[config.mk]
export PLATFORM = sky130hd
export DESIGN_NAME = polynomial_kernel_eval
export DESIGN_NICKNAME = d
export VERILOG_FILES = /design/src/rtl/core/pke_pkg.sv /design/src/rtl/core/pke_ctrl.sv /design/src/rtl/core/pke_datapath.sv /design/src/rtl/core/polynomial_kernel_eval.sv
export VERILOG_INCLUDE_DIRS = /design/src /design/src/rtl/core
export SDC_FILE = /design/constraint.sdc
export NUM_CORES = 2
export LEC_CHECK = 0
export BUFFER_PORTS_ARGS = -buffer_cell sky130_fd_sc_hd__buf_4
export CORE_ASPECT_RATIO = 0.9
export CORE_MARGIN = 2
export CORE_UTILIZATION = 28
export CTS_CLUSTER_SIZE = 24
export DETAILED_ROUTE_END_ITERATION = 8
export SLEW_MARGIN = 30
export SYNTH_ARGS = -nofsm -noshare
export SYNTH_HDL_FRONTEND = slang
export SYNTH_HIERARCHICAL = 1
export SYNTH_SLANG_ARGS = --single-unit
[constraint.sdc]
create_clock -name clk -period 26.2 [get_ports clk]
set_clock_uncertainty 0.15 [all_clocks]
set_input_delay 3.93 -clock clk [delete_from_list [all_inputs] [get_ports clk]]
set_output_delay 3.93 -clock clk [all_outputs]
set_load 0.005 [all_outputs]
[src/rtl/core/assert_macros.svh]
// ----------------------------------------------------------------------------
// Assertion macros
// Shared concurrent assertion forms for the polynomial kernel block.
// ----------------------------------------------------------------------------
`ifndef ASSERT_MACROS_SVH
`define ASSERT_MACROS_SVH

// Checked on every rising edge outside reset.
`define PKE_ASSERT(label, clk, rst, prop) \
  label: assert property (@(posedge clk) disable iff (rst) prop) \
    else $error("assertion failed: %m");

// Checked on every rising edge, reset included.
`define PKE_ASSERT_ALWAYS(label, clk, prop) \
  label: assert property (@(posedge clk) prop) \
    else $error("assertion failed: %m");

`endif

[src/rtl/core/pke_pkg.sv]
// ----------------------------------------------------------------------------
// pke_pkg
// Types, constants and codes shared by the polynomial kernel modules.
// ----------------------------------------------------------------------------
`default_nettype none

package pke_pkg;

  localparam int FEATURE_BITS = 16;
  localparam int ACC_BITS     = 48;
  localparam int CFG_BITS     = 32;
  localparam int POWER_BITS   = 4;
  localparam int BASE_BITS    = 32;
  localparam int RESULT_BITS  = 64;
  localparam int STEP_BITS    = 3;

  localparam logic signed [CFG_BITS-1:0] OFFSET_RESET = 32'sd65536;
  localparam logic [POWER_BITS-1:0]      POWER_RESET  = 4'd2;
  localparam logic [POWER_BITS-1:0]      POWER_MAX    = 4'd8;

  typedef enum logic [0:0] {
    CFG_OFFSET = 1'b0,
    CFG_POWER  = 1'b1
  } cfg_index_t;

  typedef struct packed {
    logic signed [FEATURE_BITS-1:0] left_feature;
    logic signed [FEATURE_BITS-1:0] right_feature;
    logic                           final_pair;
  } feature_t;

  typedef struct packed {
    logic signed [RESULT_BITS-1:0] kernel_value;
    logic                          overflowed;
  } kernel_t;

  typedef enum logic [3:0] {
    ST_IDLE,
    ST_MAC,
    ST_ROUND,
    ST_BASE,
    ST_TEST,
    ST_MUL_LO,
    ST_MUL_HI,
    ST_FIX,
    ST_DONE
  } pke_state_t;

  // Commands from the controller to the datapath.
  typedef struct packed {
    logic take;
    logic mac;
    logic round;
    logic base;
    logic mul_lo;
    logic mul_hi;
    logic fix;
    logic load_out;
  } pke_cmd_t;

  // Status from the datapath to the controller.
  typedef struct packed {
    logic final_flag;
    logic steps_zero;
    logic out_free;
  } pke_status_t;

endpackage

`default_nettype wire

[src/rtl/core/pke_ctrl.sv]
// ----------------------------------------------------------------------------
// pke_ctrl
// Sequencer for the multiply-accumulate, base forming and power steps.
// ----------------------------------------------------------------------------
`default_nettype none

module pke_ctrl (
  input  wire logic                 clk,
  input  wire logic                 rst,
  input  wire logic                 feature_valid,
  input  wire pke_pkg::pke_status_t status,
  output pke_pkg::pke_cmd_t         cmd
);

  pke_pkg::pke_state_t state;
  pke_pkg::pke_state_t state_next;

  always_ff @(posedge clk) begin
    if (rst) begin
      state <= pke_pkg::ST_IDLE;
    end else begin
      state <= state_next;
    end
  end

  always_comb begin
    state_next = state;
    unique case (state)
      pke_pkg::ST_IDLE: begin
        if (feature_valid) begin
          state_next = pke_pkg::ST_MAC;
        end
      end
      pke_pkg::ST_MAC: begin
        state_next = status.final_flag ? pke_pkg::ST_ROUND : pke_pkg::ST_IDLE;
      end
      pke_pkg::ST_ROUND:  state_next = pke_pkg::ST_BASE;
      pke_pkg::ST_BASE:   state_next = pke_pkg::ST_TEST;
      pke_pkg::ST_TEST: begin
        state_next = status.steps_zero ? pke_pkg::ST_DONE : pke_pkg::ST_MUL_LO;
      end
      pke_pkg::ST_MUL_LO: state_next = pke_pkg::ST_MUL_HI;
      pke_pkg::ST_MUL_HI: state_next = pke_pkg::ST_FIX;
      pke_pkg::ST_FIX:    state_next = pke_pkg::ST_TEST;
      pke_pkg::ST_DONE: begin
        if (status.out_free) begin
          state_next = pke_pkg::ST_IDLE;
        end
      end
      default:            state_next = pke_pkg::ST_IDLE;
    endcase
  end

  always_comb begin
    cmd = '0;
    unique case (state)
      pke_pkg::ST_IDLE:   cmd.take     = 1'b1;
      pke_pkg::ST_MAC:    cmd.mac      = 1'b1;
      pke_pkg::ST_ROUND:  cmd.round    = 1'b1;
      pke_pkg::ST_BASE:   cmd.base     = 1'b1;
      pke_pkg::ST_TEST:   cmd          = '0;
      pke_pkg::ST_MUL_LO: cmd.mul_lo   = 1'b1;
      pke_pkg::ST_MUL_HI: cmd.mul_hi   = 1'b1;
      pke_pkg::ST_FIX:    cmd.fix      = 1'b1;
      pke_pkg::ST_DONE:   cmd.load_out = status.out_free;
      default:            cmd          = '0;
    endcase
  end

endmodule

`default_nettype wire

[src/rtl/core/pke_datapath.sv]
// ----------------------------------------------------------------------------
// pke_datapath
// Feature multiplier, saturating accumulator, base forming, shared power
// multiplier and the output register.
// ----------------------------------------------------------------------------
`default_nettype none

module pke_datapath (
  input  wire logic                                  clk,
  input  wire logic                                  rst,
  input  wire logic                                  feature_valid,
  input  wire pke_pkg::feature_t                     feature_data,
  input  wire logic                                  cfg_wen,
  input  wire pke_pkg::cfg_index_t                   cfg_index,
  input  wire logic [pke_pkg::CFG_BITS-1:0]          cfg_wdata,
  input  wire logic                                  kernel_stall,
  input  wire pke_pkg::pke_cmd_t                     cmd,
  output pke_pkg::pke_status_t                       status,
  output logic                                       kernel_valid,
  output pke_pkg::kernel_t                           kernel_data
);

  localparam int FB        = pke_pkg::FEATURE_BITS;
  localparam int AB        = pke_pkg::ACC_BITS;
  localparam int PROD_BITS = 2 * FB;
  localparam int SUM_BITS  = ((PROD_BITS > AB) ? PROD_BITS : AB) + 1;
  localparam int RND_BITS  = AB - 8 + 1;
  localparam int BSUM_BITS = RND_BITS + 1;
  localparam int BB        = pke_pkg::BASE_BITS;
  localparam int RB        = pke_pkg::RESULT_BITS;
  localparam int SB        = pke_pkg::STEP_BITS;

  localparam logic [RB-1:0] POS_LIMIT = {1'b0, {(RB-1){1'b1}}};
  localparam logic [RB-1:0] NEG_LIMIT = {1'b1, {(RB-1){1'b0}}};
  localparam logic [RB-1:0] HI_LIMIT  = {{(RB-48){1'b0}}, 1'b1, {47{1'b0}}};

  // Configuration registers.
  logic signed [pke_pkg::CFG_BITS-1:0] offset;
  logic [pke_pkg::POWER_BITS-1:0]      power;

  // Accumulation.
  logic signed [PROD_BITS-1:0] feat_prod;
  logic                        final_flag;
  logic signed [AB-1:0]        acc;
  logic                        sticky;

  // Base and power loop.
  logic signed [RND_BITS-1:0]  rnd;
  logic                        ovf;
  logic [BB-1:0]               bmag;
  logic                        bneg;
  logic                        neg;
  logic [RB-1:0]               rmag;
  logic [RB-1:0]               mprod;
  logic [RB-17:0]              lo_rnd;
  logic [SB-1:0]               steps;

  // Combinational terms.
  logic signed [PROD_BITS-1:0] left_ext;
  logic signed [PROD_BITS-1:0] right_ext;
  logic signed [SUM_BITS-1:0]  mac_sum;
  logic                        mac_ovf;
  logic signed [AB-1:0]        mac_clamped;
  logic [AB:0]                 rnd_sum;
  logic signed [BSUM_BITS-1:0] base_sum;
  logic                        base_ovf;
  logic signed [BB-1:0]        base_clamped;
  logic                        base_neg;
  logic [BB:0]                 base_abs;
  logic [SB-1:0]               steps_init;
  logic [BB-1:0]               mul_a;
  logic [RB-1:0]               mul_p;
  logic [RB-1:0]               lo_sum;
  logic                        neg_step;
  logic [RB-1:0]               limit;
  logic                        hi_big;
  logic [RB:0]                 q;
  logic                        fix_ovf;
  logic [RB-1:0]               rmag_next;

  assign left_ext  = {{FB{feature_data.left_feature[FB-1]}}, feature_data.left_feature};
  assign right_ext = {{FB{feature_data.right_feature[FB-1]}}, feature_data.right_feature};

  // Accumulator add with clamp to the 48-bit signed range.
  assign mac_sum = {{(SUM_BITS-AB){acc[AB-1]}}, acc}
                 + {{(SUM_BITS-PROD_BITS){feat_prod[PROD_BITS-1]}}, feat_prod};
  assign mac_ovf = !((&mac_sum[SUM_BITS-1:AB-1]) || !(|mac_sum[SUM_BITS-1:AB-1]));
  assign mac_clamped = mac_ovf ? (mac_sum[SUM_BITS-1] ? {1'b1, {(AB-1){1'b0}}}
                                                      : {1'b0, {(AB-1){1'b1}}})
                               : mac_sum[AB-1:0];

  // Q23.24 to Q.16, rounding half toward plus infinity.
  assign rnd_sum = {acc[AB-1], acc} + (AB+1)'(128);

  assign base_sum = {rnd[RND_BITS-1], rnd}
                  + {{(BSUM_BITS-pke_pkg::CFG_BITS){offset[pke_pkg::CFG_BITS-1]}}, offset};
  assign base_ovf = !((&base_sum[BSUM_BITS-1:BB-1]) || !(|base_sum[BSUM_BITS-1:BB-1]));
  assign base_clamped = base_ovf ? (base_sum[BSUM_BITS-1] ? {1'b1, {(BB-1){1'b0}}}
                                                          : {1'b0, {(BB-1){1'b1}}})
                                 : base_sum[BB-1:0];
  assign base_neg = base_clamped[BB-1];
  assign base_abs = base_neg ? ((BB+1)'(0) - {base_clamped[BB-1], base_clamped})
                             : {1'b0, base_clamped};

  // Power zero acts as one and powers above the maximum act as the maximum.
  always_comb begin
    if (power == '0) begin
      steps_init = '0;
    end else if (power > pke_pkg::POWER_MAX) begin
      steps_init = SB'(pke_pkg::POWER_MAX - 1'b1);
    end else begin
      steps_init = SB'(power - 1'b1);
    end
  end

  // One 32x32 multiplier, used for the low then the high half of the result.
  assign mul_a = cmd.mul_hi ? rmag[RB-1:BB] : rmag[BB-1:0];
  assign mul_p = {{BB{1'b0}}, mul_a} * {{BB{1'b0}}, bmag};

  assign lo_sum = mprod + RB'(32768);

  assign neg_step = neg ^ bneg;
  assign limit    = neg_step ? NEG_LIMIT : POS_LIMIT;
  assign hi_big   = mprod > HI_LIMIT;
  assign q        = {1'b0, mprod[47:0], 16'b0} + {17'b0, lo_rnd};
  assign fix_ovf  = hi_big || (q > {1'b0, limit});
  assign rmag_next = fix_ovf ? limit : q[RB-1:0];

  always_ff @(posedge clk) begin
    if (rst) begin
      offset <= pke_pkg::OFFSET_RESET;
      power  <= pke_pkg::POWER_RESET;
    end else if (cfg_wen) begin
      unique case (cfg_index)
        pke_pkg::CFG_OFFSET: offset <= cfg_wdata;
        pke_pkg::CFG_POWER:  power  <= cfg_wdata[pke_pkg::POWER_BITS-1:0];
        default:             offset <= offset;
      endcase
    end
  end

  always_ff @(posedge clk) begin
    if (rst) begin
      acc    <= '0;
      sticky <= 1'b0;
    end else if (cmd.mac) begin
      acc    <= mac_clamped;
      sticky <= sticky | mac_ovf;
    end else if (cmd.round) begin
      acc    <= '0;
      sticky <= 1'b0;
    end
  end

  always_ff @(posedge clk) begin
    if (rst) begin
      kernel_valid <= 1'b0;
    end else if (cmd.load_out) begin
      kernel_valid <= 1'b1;
    end else if (!kernel_stall) begin
      kernel_valid <= 1'b0;
    end
  end

  // Payload registers.
  always_ff @(posedge clk) begin
    if (cmd.take && feature_valid) begin
      feat_prod  <= left_ext * right_ext;
      final_flag <= feature_data.final_pair;
    end
    if (cmd.round) begin
      rnd <= rnd_sum[AB:8];
      ovf <= sticky;
    end
    if (cmd.base) begin
      bmag  <= base_abs[BB-1:0];
      bneg  <= base_neg;
      neg   <= base_neg;
      rmag  <= {16'b0, base_abs[BB-1:0], 16'b0};
      ovf   <= ovf | base_ovf;
      steps <= steps_init;
    end
    if (cmd.mul_lo) begin
      mprod <= mul_p;
    end
    if (cmd.mul_hi) begin
      mprod  <= mul_p;
      lo_rnd <= lo_sum[RB-1:16];
    end
    if (cmd.fix) begin
      rmag  <= rmag_next;
      neg   <= neg_step;
      ovf   <= ovf | fix_ovf;
      steps <= steps - 1'b1;
    end
    if (cmd.load_out) begin
      kernel_data.kernel_value <= neg ? (RB'(0) - rmag) : rmag;
      kernel_data.overflowed   <= ovf;
    end
  end

  assign status.final_flag = final_flag;
  assign status.steps_zero = (steps == '0);
  assign status.out_free   = !kernel_valid || !kernel_stall;

endmodule

`default_nettype wire

[src/rtl/core/polynomial_kernel_eval.sv]
// ----------------------------------------------------------------------------
// polynomial_kernel_eval
// Polynomial kernel (dot(x, y) + offset) ^ power in fixed point, one feature
// pair per transfer, one kernel value per vector pair.
// ----------------------------------------------------------------------------
//  channel   | handshake                     | payload
//  feature   | feature_valid / feature_stall | pke_pkg::feature_t
//  kernel    | kernel_valid / kernel_stall   | pke_pkg::kernel_t
//  config    | cfg_wen, cfg_index            | cfg_wdata
//
// A feature pair's product is registered in the idle state and accumulated
// in the MAC state. A final pair runs power steps, power clamped to 1..8;
// each power step runs the shared 32x32 multiplier twice and then rounds.
// A new pair is taken while a finished kernel value waits in the output
// register; a second result waits for that register to drain.
// Reset is synchronous; no clearing pass is needed.
// ----------------------------------------------------------------------------
`default_nettype none

`include "assert_macros.svh"

module polynomial_kernel_eval (
  input  wire logic                         clk,
  input  wire logic                         rst,
  input  wire logic                         feature_valid,
  output logic                              feature_stall,
  input  wire pke_pkg::feature_t            feature_data,
  output logic                              kernel_valid,
  input  wire logic                         kernel_stall,
  output pke_pkg::kernel_t                  kernel_data,
  input  wire logic                         cfg_wen,
  input  wire pke_pkg::cfg_index_t          cfg_index,
  input  wire logic [pke_pkg::CFG_BITS-1:0] cfg_wdata
);

  pke_pkg::pke_cmd_t    cmd;
  pke_pkg::pke_status_t status;

  pke_ctrl u_ctrl (
    .clk           (clk),
    .rst           (rst),
    .feature_valid (feature_valid),
    .status        (status),
    .cmd           (cmd)
  );

  pke_datapath u_datapath (
    .clk           (clk),
    .rst           (rst),
    .feature_valid (feature_valid),
    .feature_data  (feature_data),
    .cfg_wen       (cfg_wen),
    .cfg_index     (cfg_index),
    .cfg_wdata     (cfg_wdata),
    .kernel_stall  (kernel_stall),
    .cmd           (cmd),
    .status        (status),
    .kernel_valid  (kernel_valid),
    .kernel_data   (kernel_data)
  );

  assign feature_stall = !cmd.take;

  // The controller never overwrites a result that has not been transferred.
  `PKE_ASSERT(a_load_only_when_free, clk, rst, cmd.load_out |-> status.out_free)
  // A new result appears only after the controller loaded it.
  `PKE_ASSERT(a_valid_from_load, clk, rst, $rose(kernel_valid) |-> $past(cmd.load_out))
  // At most one datapath operation is commanded in any cycle.
  `PKE_ASSERT_ALWAYS(a_one_command, clk, $onehot0(cmd))

endmodule

`default_nettype wire

==> reports/qor.csv <==
stage,metric,value,unit
die,die width,531,um
synthesis,sequential fraction of the synthesis area,0.177,
clock_network,H-Tree Level Count,2,
route,number of DRC markers in iteration 0,3467,
finish,fin cells,10712,
pwr,Sw Share,0.483,
global_route,GRT overflow,0,
route,DRT Wirelength,202000,um
critical_path,path depth of the worst reg2reg path,32,
critical_path,worst setup path class,reg -> reg,
critical_path,WP data required,26.42,ns
pwr,Final Power,7.70,mW
route,DRC Markers,0,
pwr,P_leak,34.1,nW
clock_network,hold_buf cts,0,
synthesis,syn avg cell area,9.45,um2
min_path,WHS Path Cells,2,
pwr,share of total power in combinational logic,0.752,
synthesis,Post-Syn Area,70000,um2
critical_path,Startpoint Class,flip-flop,
clock_network,CTS Buf Count,48,
pwr,PwrDens,101,nW/um2
critical_path,worst reg2reg setup slack,14.92,ns
route,1st-pass router iterations,6,
clock_network,Clock Sinks,443,
critical_path,CP max stage delay,0.67,ns
clock_network,clock slew at reported path FFs,0.07,ns
sta,final worst path period share,0.431,
sta,Slew Limit Headroom,0.250,
sta,worst-margin pin slew,1.11,ns
synthesis,asr flop ratio synth,0,
die,site row count,174,
finish,"Design Area, Final",76100,um2
route,Routed Antenna Nets,0,
die,Die ar.,254000,um2
sta,Max Slew Vio Count,0,
route,drt via density,4.81,
place,IO Port Bufs,137,
synthesis,Yosys top cell by area,fa_1,
sta,setup_tns,0,ns
min_path,Hold Startpoint,u_datapath/offset[3],
pwr,NetSw,3.72,mW
clock_network,Clock Path Buffers,3,
critical_path,worst-path fanout max,50,
synthesis,Mapped Cells,7400,
synthesis,ranking of synthesized cells by area,"fa_1, edfxtp_1, ha_1",
critical_path,Reg-to-Reg Start,u_ctrl/state[2],
synthesis,ys flop type,edfxtp_1,
global_route,initial antenna violation count,20,
synthesis,Yosys cell types,99,
die,total I/O pin count,138,
sta,Final Hold Viols,0,
place,Final HPWL DP,161000,um
die,die extent in y,478,um
synthesis,top cell type's share of synthesized area,0.332,
global_route,GRT Util Overall,0.159,
route,DR WL/cell,18.9,um
pwr,clock power share,0.094,
synthesis,Post-synth EDFFs,353,
run,Max-Cap Viols,0,
clock_network,CTS tree,yes,
pwr,Worst VDD drop,0.175,mV
critical_path,CP arrival,11.51,ns
sta,Setup-failing EPs final,0,
clock_network,worst-skew pair later-pin latency,0.63,ns
clock_network,Post-CTS Setup Inserts,0,
finish,fin nets,9090,
sta,Fmax,88.6,MHz
sta,RSZ-0062 raised after global routing,false,
sta,Hold Slack,0.312,ns
global_route,vias in the first global route,54183,
finish,storage element area,12400,um2
synthesis,count of state elements after synthesis,443,
place,Placed Area,74400,um2
synthesis,synth cell count leaders,"inv_1, fa_1, nand2_1",
min_path,Worst Hold End,u_datapath/offset[3],
die,Initial Util,0.281,
finish,Fillers,25972,
min_path,Hold WC Path Type,reg -> reg,
finish,area delta synth->final,8.79,%
route,via count,51511,
critical_path,Worst Setup End Kind,flip-flop,
critical_path,Critical-path top delay cell,mux2_2,
synthesis,Syn Nets,9169,
clock_network,root buffer cell,clkbuf_16,
synthesis,yosys warns,6,
finish,Multi-input gate area,51800,um2
finish,share of cells above drive strength 1,0.0524,
global_route,first-pass GRT wire length,317000,um
critical_path,Reg-to-Reg End,u_datapath/mprod[62],
global_route,largest net degree at the start of global routing,66,
clock_network,# resized after CTS,0,
sta,Tmin final,11.28,ns
synthesis,"count leader, synth",inv_1,
pwr,Pint,3.98,mW
critical_path,"most used cell, CP",fa_1,
place,placer congestion estimate,0.922,
pwr,Sequential Power Share,0.154,
outcome,status,"complete, no violations",
place,placed insts,10615,
die,Core Region,249000,um2
routing by layer:
layer  vias to the layer above  GRT usage  part of all wire
met5                         -          0           0.00028
li1                      23431          -                 -
met3                       251     0.0218             0.063
met4                         8     0.0425             0.027
met2                      1604      0.254              0.46
met1                     26217      0.224              0.45
how the worst max path moves through the flow:
stage	startpoint	to	slack (ns)
final	u_ctrl/state[2]	u_datapath/mprod[62]	14.92
after global routing	u_ctrl/state[2]	u_datapath/mprod[62]	14.34
after floorplan	kernel_stall	u_datapath/kernel_data[0]	14.64
after CTS	u_ctrl/state[2]	u_datapath/mprod[62]	14.98
after detailed placement	u_ctrl/state[2]	u_datapath/mprod[62]	14.98
after global placement	u_ctrl/state[2]	u_datapath/mprod[62]	15.22
cell families after synthesis:
| kind of cell | count (synthesis) | share of synthesized area |
|---|---|---|
| AOI/OAI and AO/OA | 1026 | 0.0928 |
| muxes | 44 | 0.00692 |
| and+or+nand+nor | 2277 | 0.164 |
| adders and majority gates | 1699 | 0.428 |
| buffers and inverters | 1535 | 0.0836 |
| DFF | 443 | 0.177 |
| xor gates and xnor gates | 376 | 0.0471 |
per-stage QoR:
step / utilization / worst slack, ns
2_1_floorplan: - / 14.64
3_3_place_gp: 0.299 / 15.22
3_5_place_dp: 0.299 / 14.98
4_1_cts: 0.305 / 14.98
5_1_grt: 0.306 / 14.34
6_report: 0.306 / 14.92
cells in the final DEF (no fill, tap or decap), types with 20 or more instances in the layout:
| cell type | netlist | layout |
|---|---|---|
| ha_1 | 537 | 537 |
| nor3_1 | 55 | 52 |
| dfxtp_1 | 90 | 90 |
| fa_1 | 1161 | 1161 |
| xor2_1 | 98 | 97 |
| or3_1 | 25 | 25 |
| a21o_1 | 133 | 133 |
| a21oi_1 | 344 | 343 |
| and2_1 | 713 | 712 |
| nor2_1 | 224 | 221 |
| xnor2_1 | 278 | 277 |
| inv_1 | 1202 | 1202 |
| clkbuf_16 | 0 | 50 |
| nand4_1 | 72 | 72 |
| o31ai_1 | 29 | 29 |
| a31oi_1 | 20 | 20 |
| buf_4 | 12 | 202 |
| edfxtp_1 | 353 | 353 |
| nand2_1 | 885 | 885 |
| nand2b_1 | 55 | 55 |
| o21ai_1 | 19 | 20 |
| and3_1 | 39 | 39 |
| o21a_1 | 47 | 47 |
| nand3_1 | 70 | 70 |
| mux2_2 | 35 | 35 |
| nor4_1 | 30 | 30 |
| o21bai_1 | 42 | 42 |
| nor2b_1 | 44 | 43 |
| a211oi_1 | 28 | 28 |
| o21ai_0 | 207 | 203 |
state kept, by name (all words and copies together) (netlist names):
name                     cells
u_datapath/mprod            64
u_datapath/bneg              1
u_datapath/rnd              41
u_datapath/neg               1
u_ctrl/state                 4
u_datapath/offset           32
u_datapath/feat_prod        32
u_datapath/power             4
u_datapath/kernel_data      65
u_datapath/bmag             32
u_datapath/ovf               1
u_datapath/final_flag        1
u_datapath/kernel_valid      1
u_datapath/steps             3
u_datapath/acc              48
u_datapath/lo_rnd           48
u_datapath/rmag             64
u_datapath/sticky            1
area by class of cell:
type / count / area share
antenna: 7 / 0.000230
tap: 3344 / 0.0550
clock buffer: 58 / 0.0171
inverter: 1203 / 0.0593
clock inverter: 32 / 0.00467
multi-input combinational: 5422 / 0.681
sequential: 443 / 0.163
timing repair buffer: 203 / 0.0201
critical path, delay by kind of cell, from the launching register on:
kind / cells / cell delay (ns)
compound gates: 10 / 2.68
xor+xnor: 1 / 0.11
fa+ha+maj: 9 / 4.30
buf+inv: 7 / 1.46
flops: 1 / 0.50
mux: 1 / 0.67
simple gates: 4 / 1.07
power by group through the flow:
stage / registers [mW] / clock network, mW / logic [mW]
detailed placement: 1.20 / 0 / 5.76
CTS: 1.18 / 0.740 / 5.80
global placement: 1.20 / 0 / 5.66
floorplan: 1.17 / 0 / 4.32
finish: 1.18 / 0.723 / 5.80
global route: 1.19 / 0.768 / 6.54
Note: power is estimated with default switching activity, not from simulation.
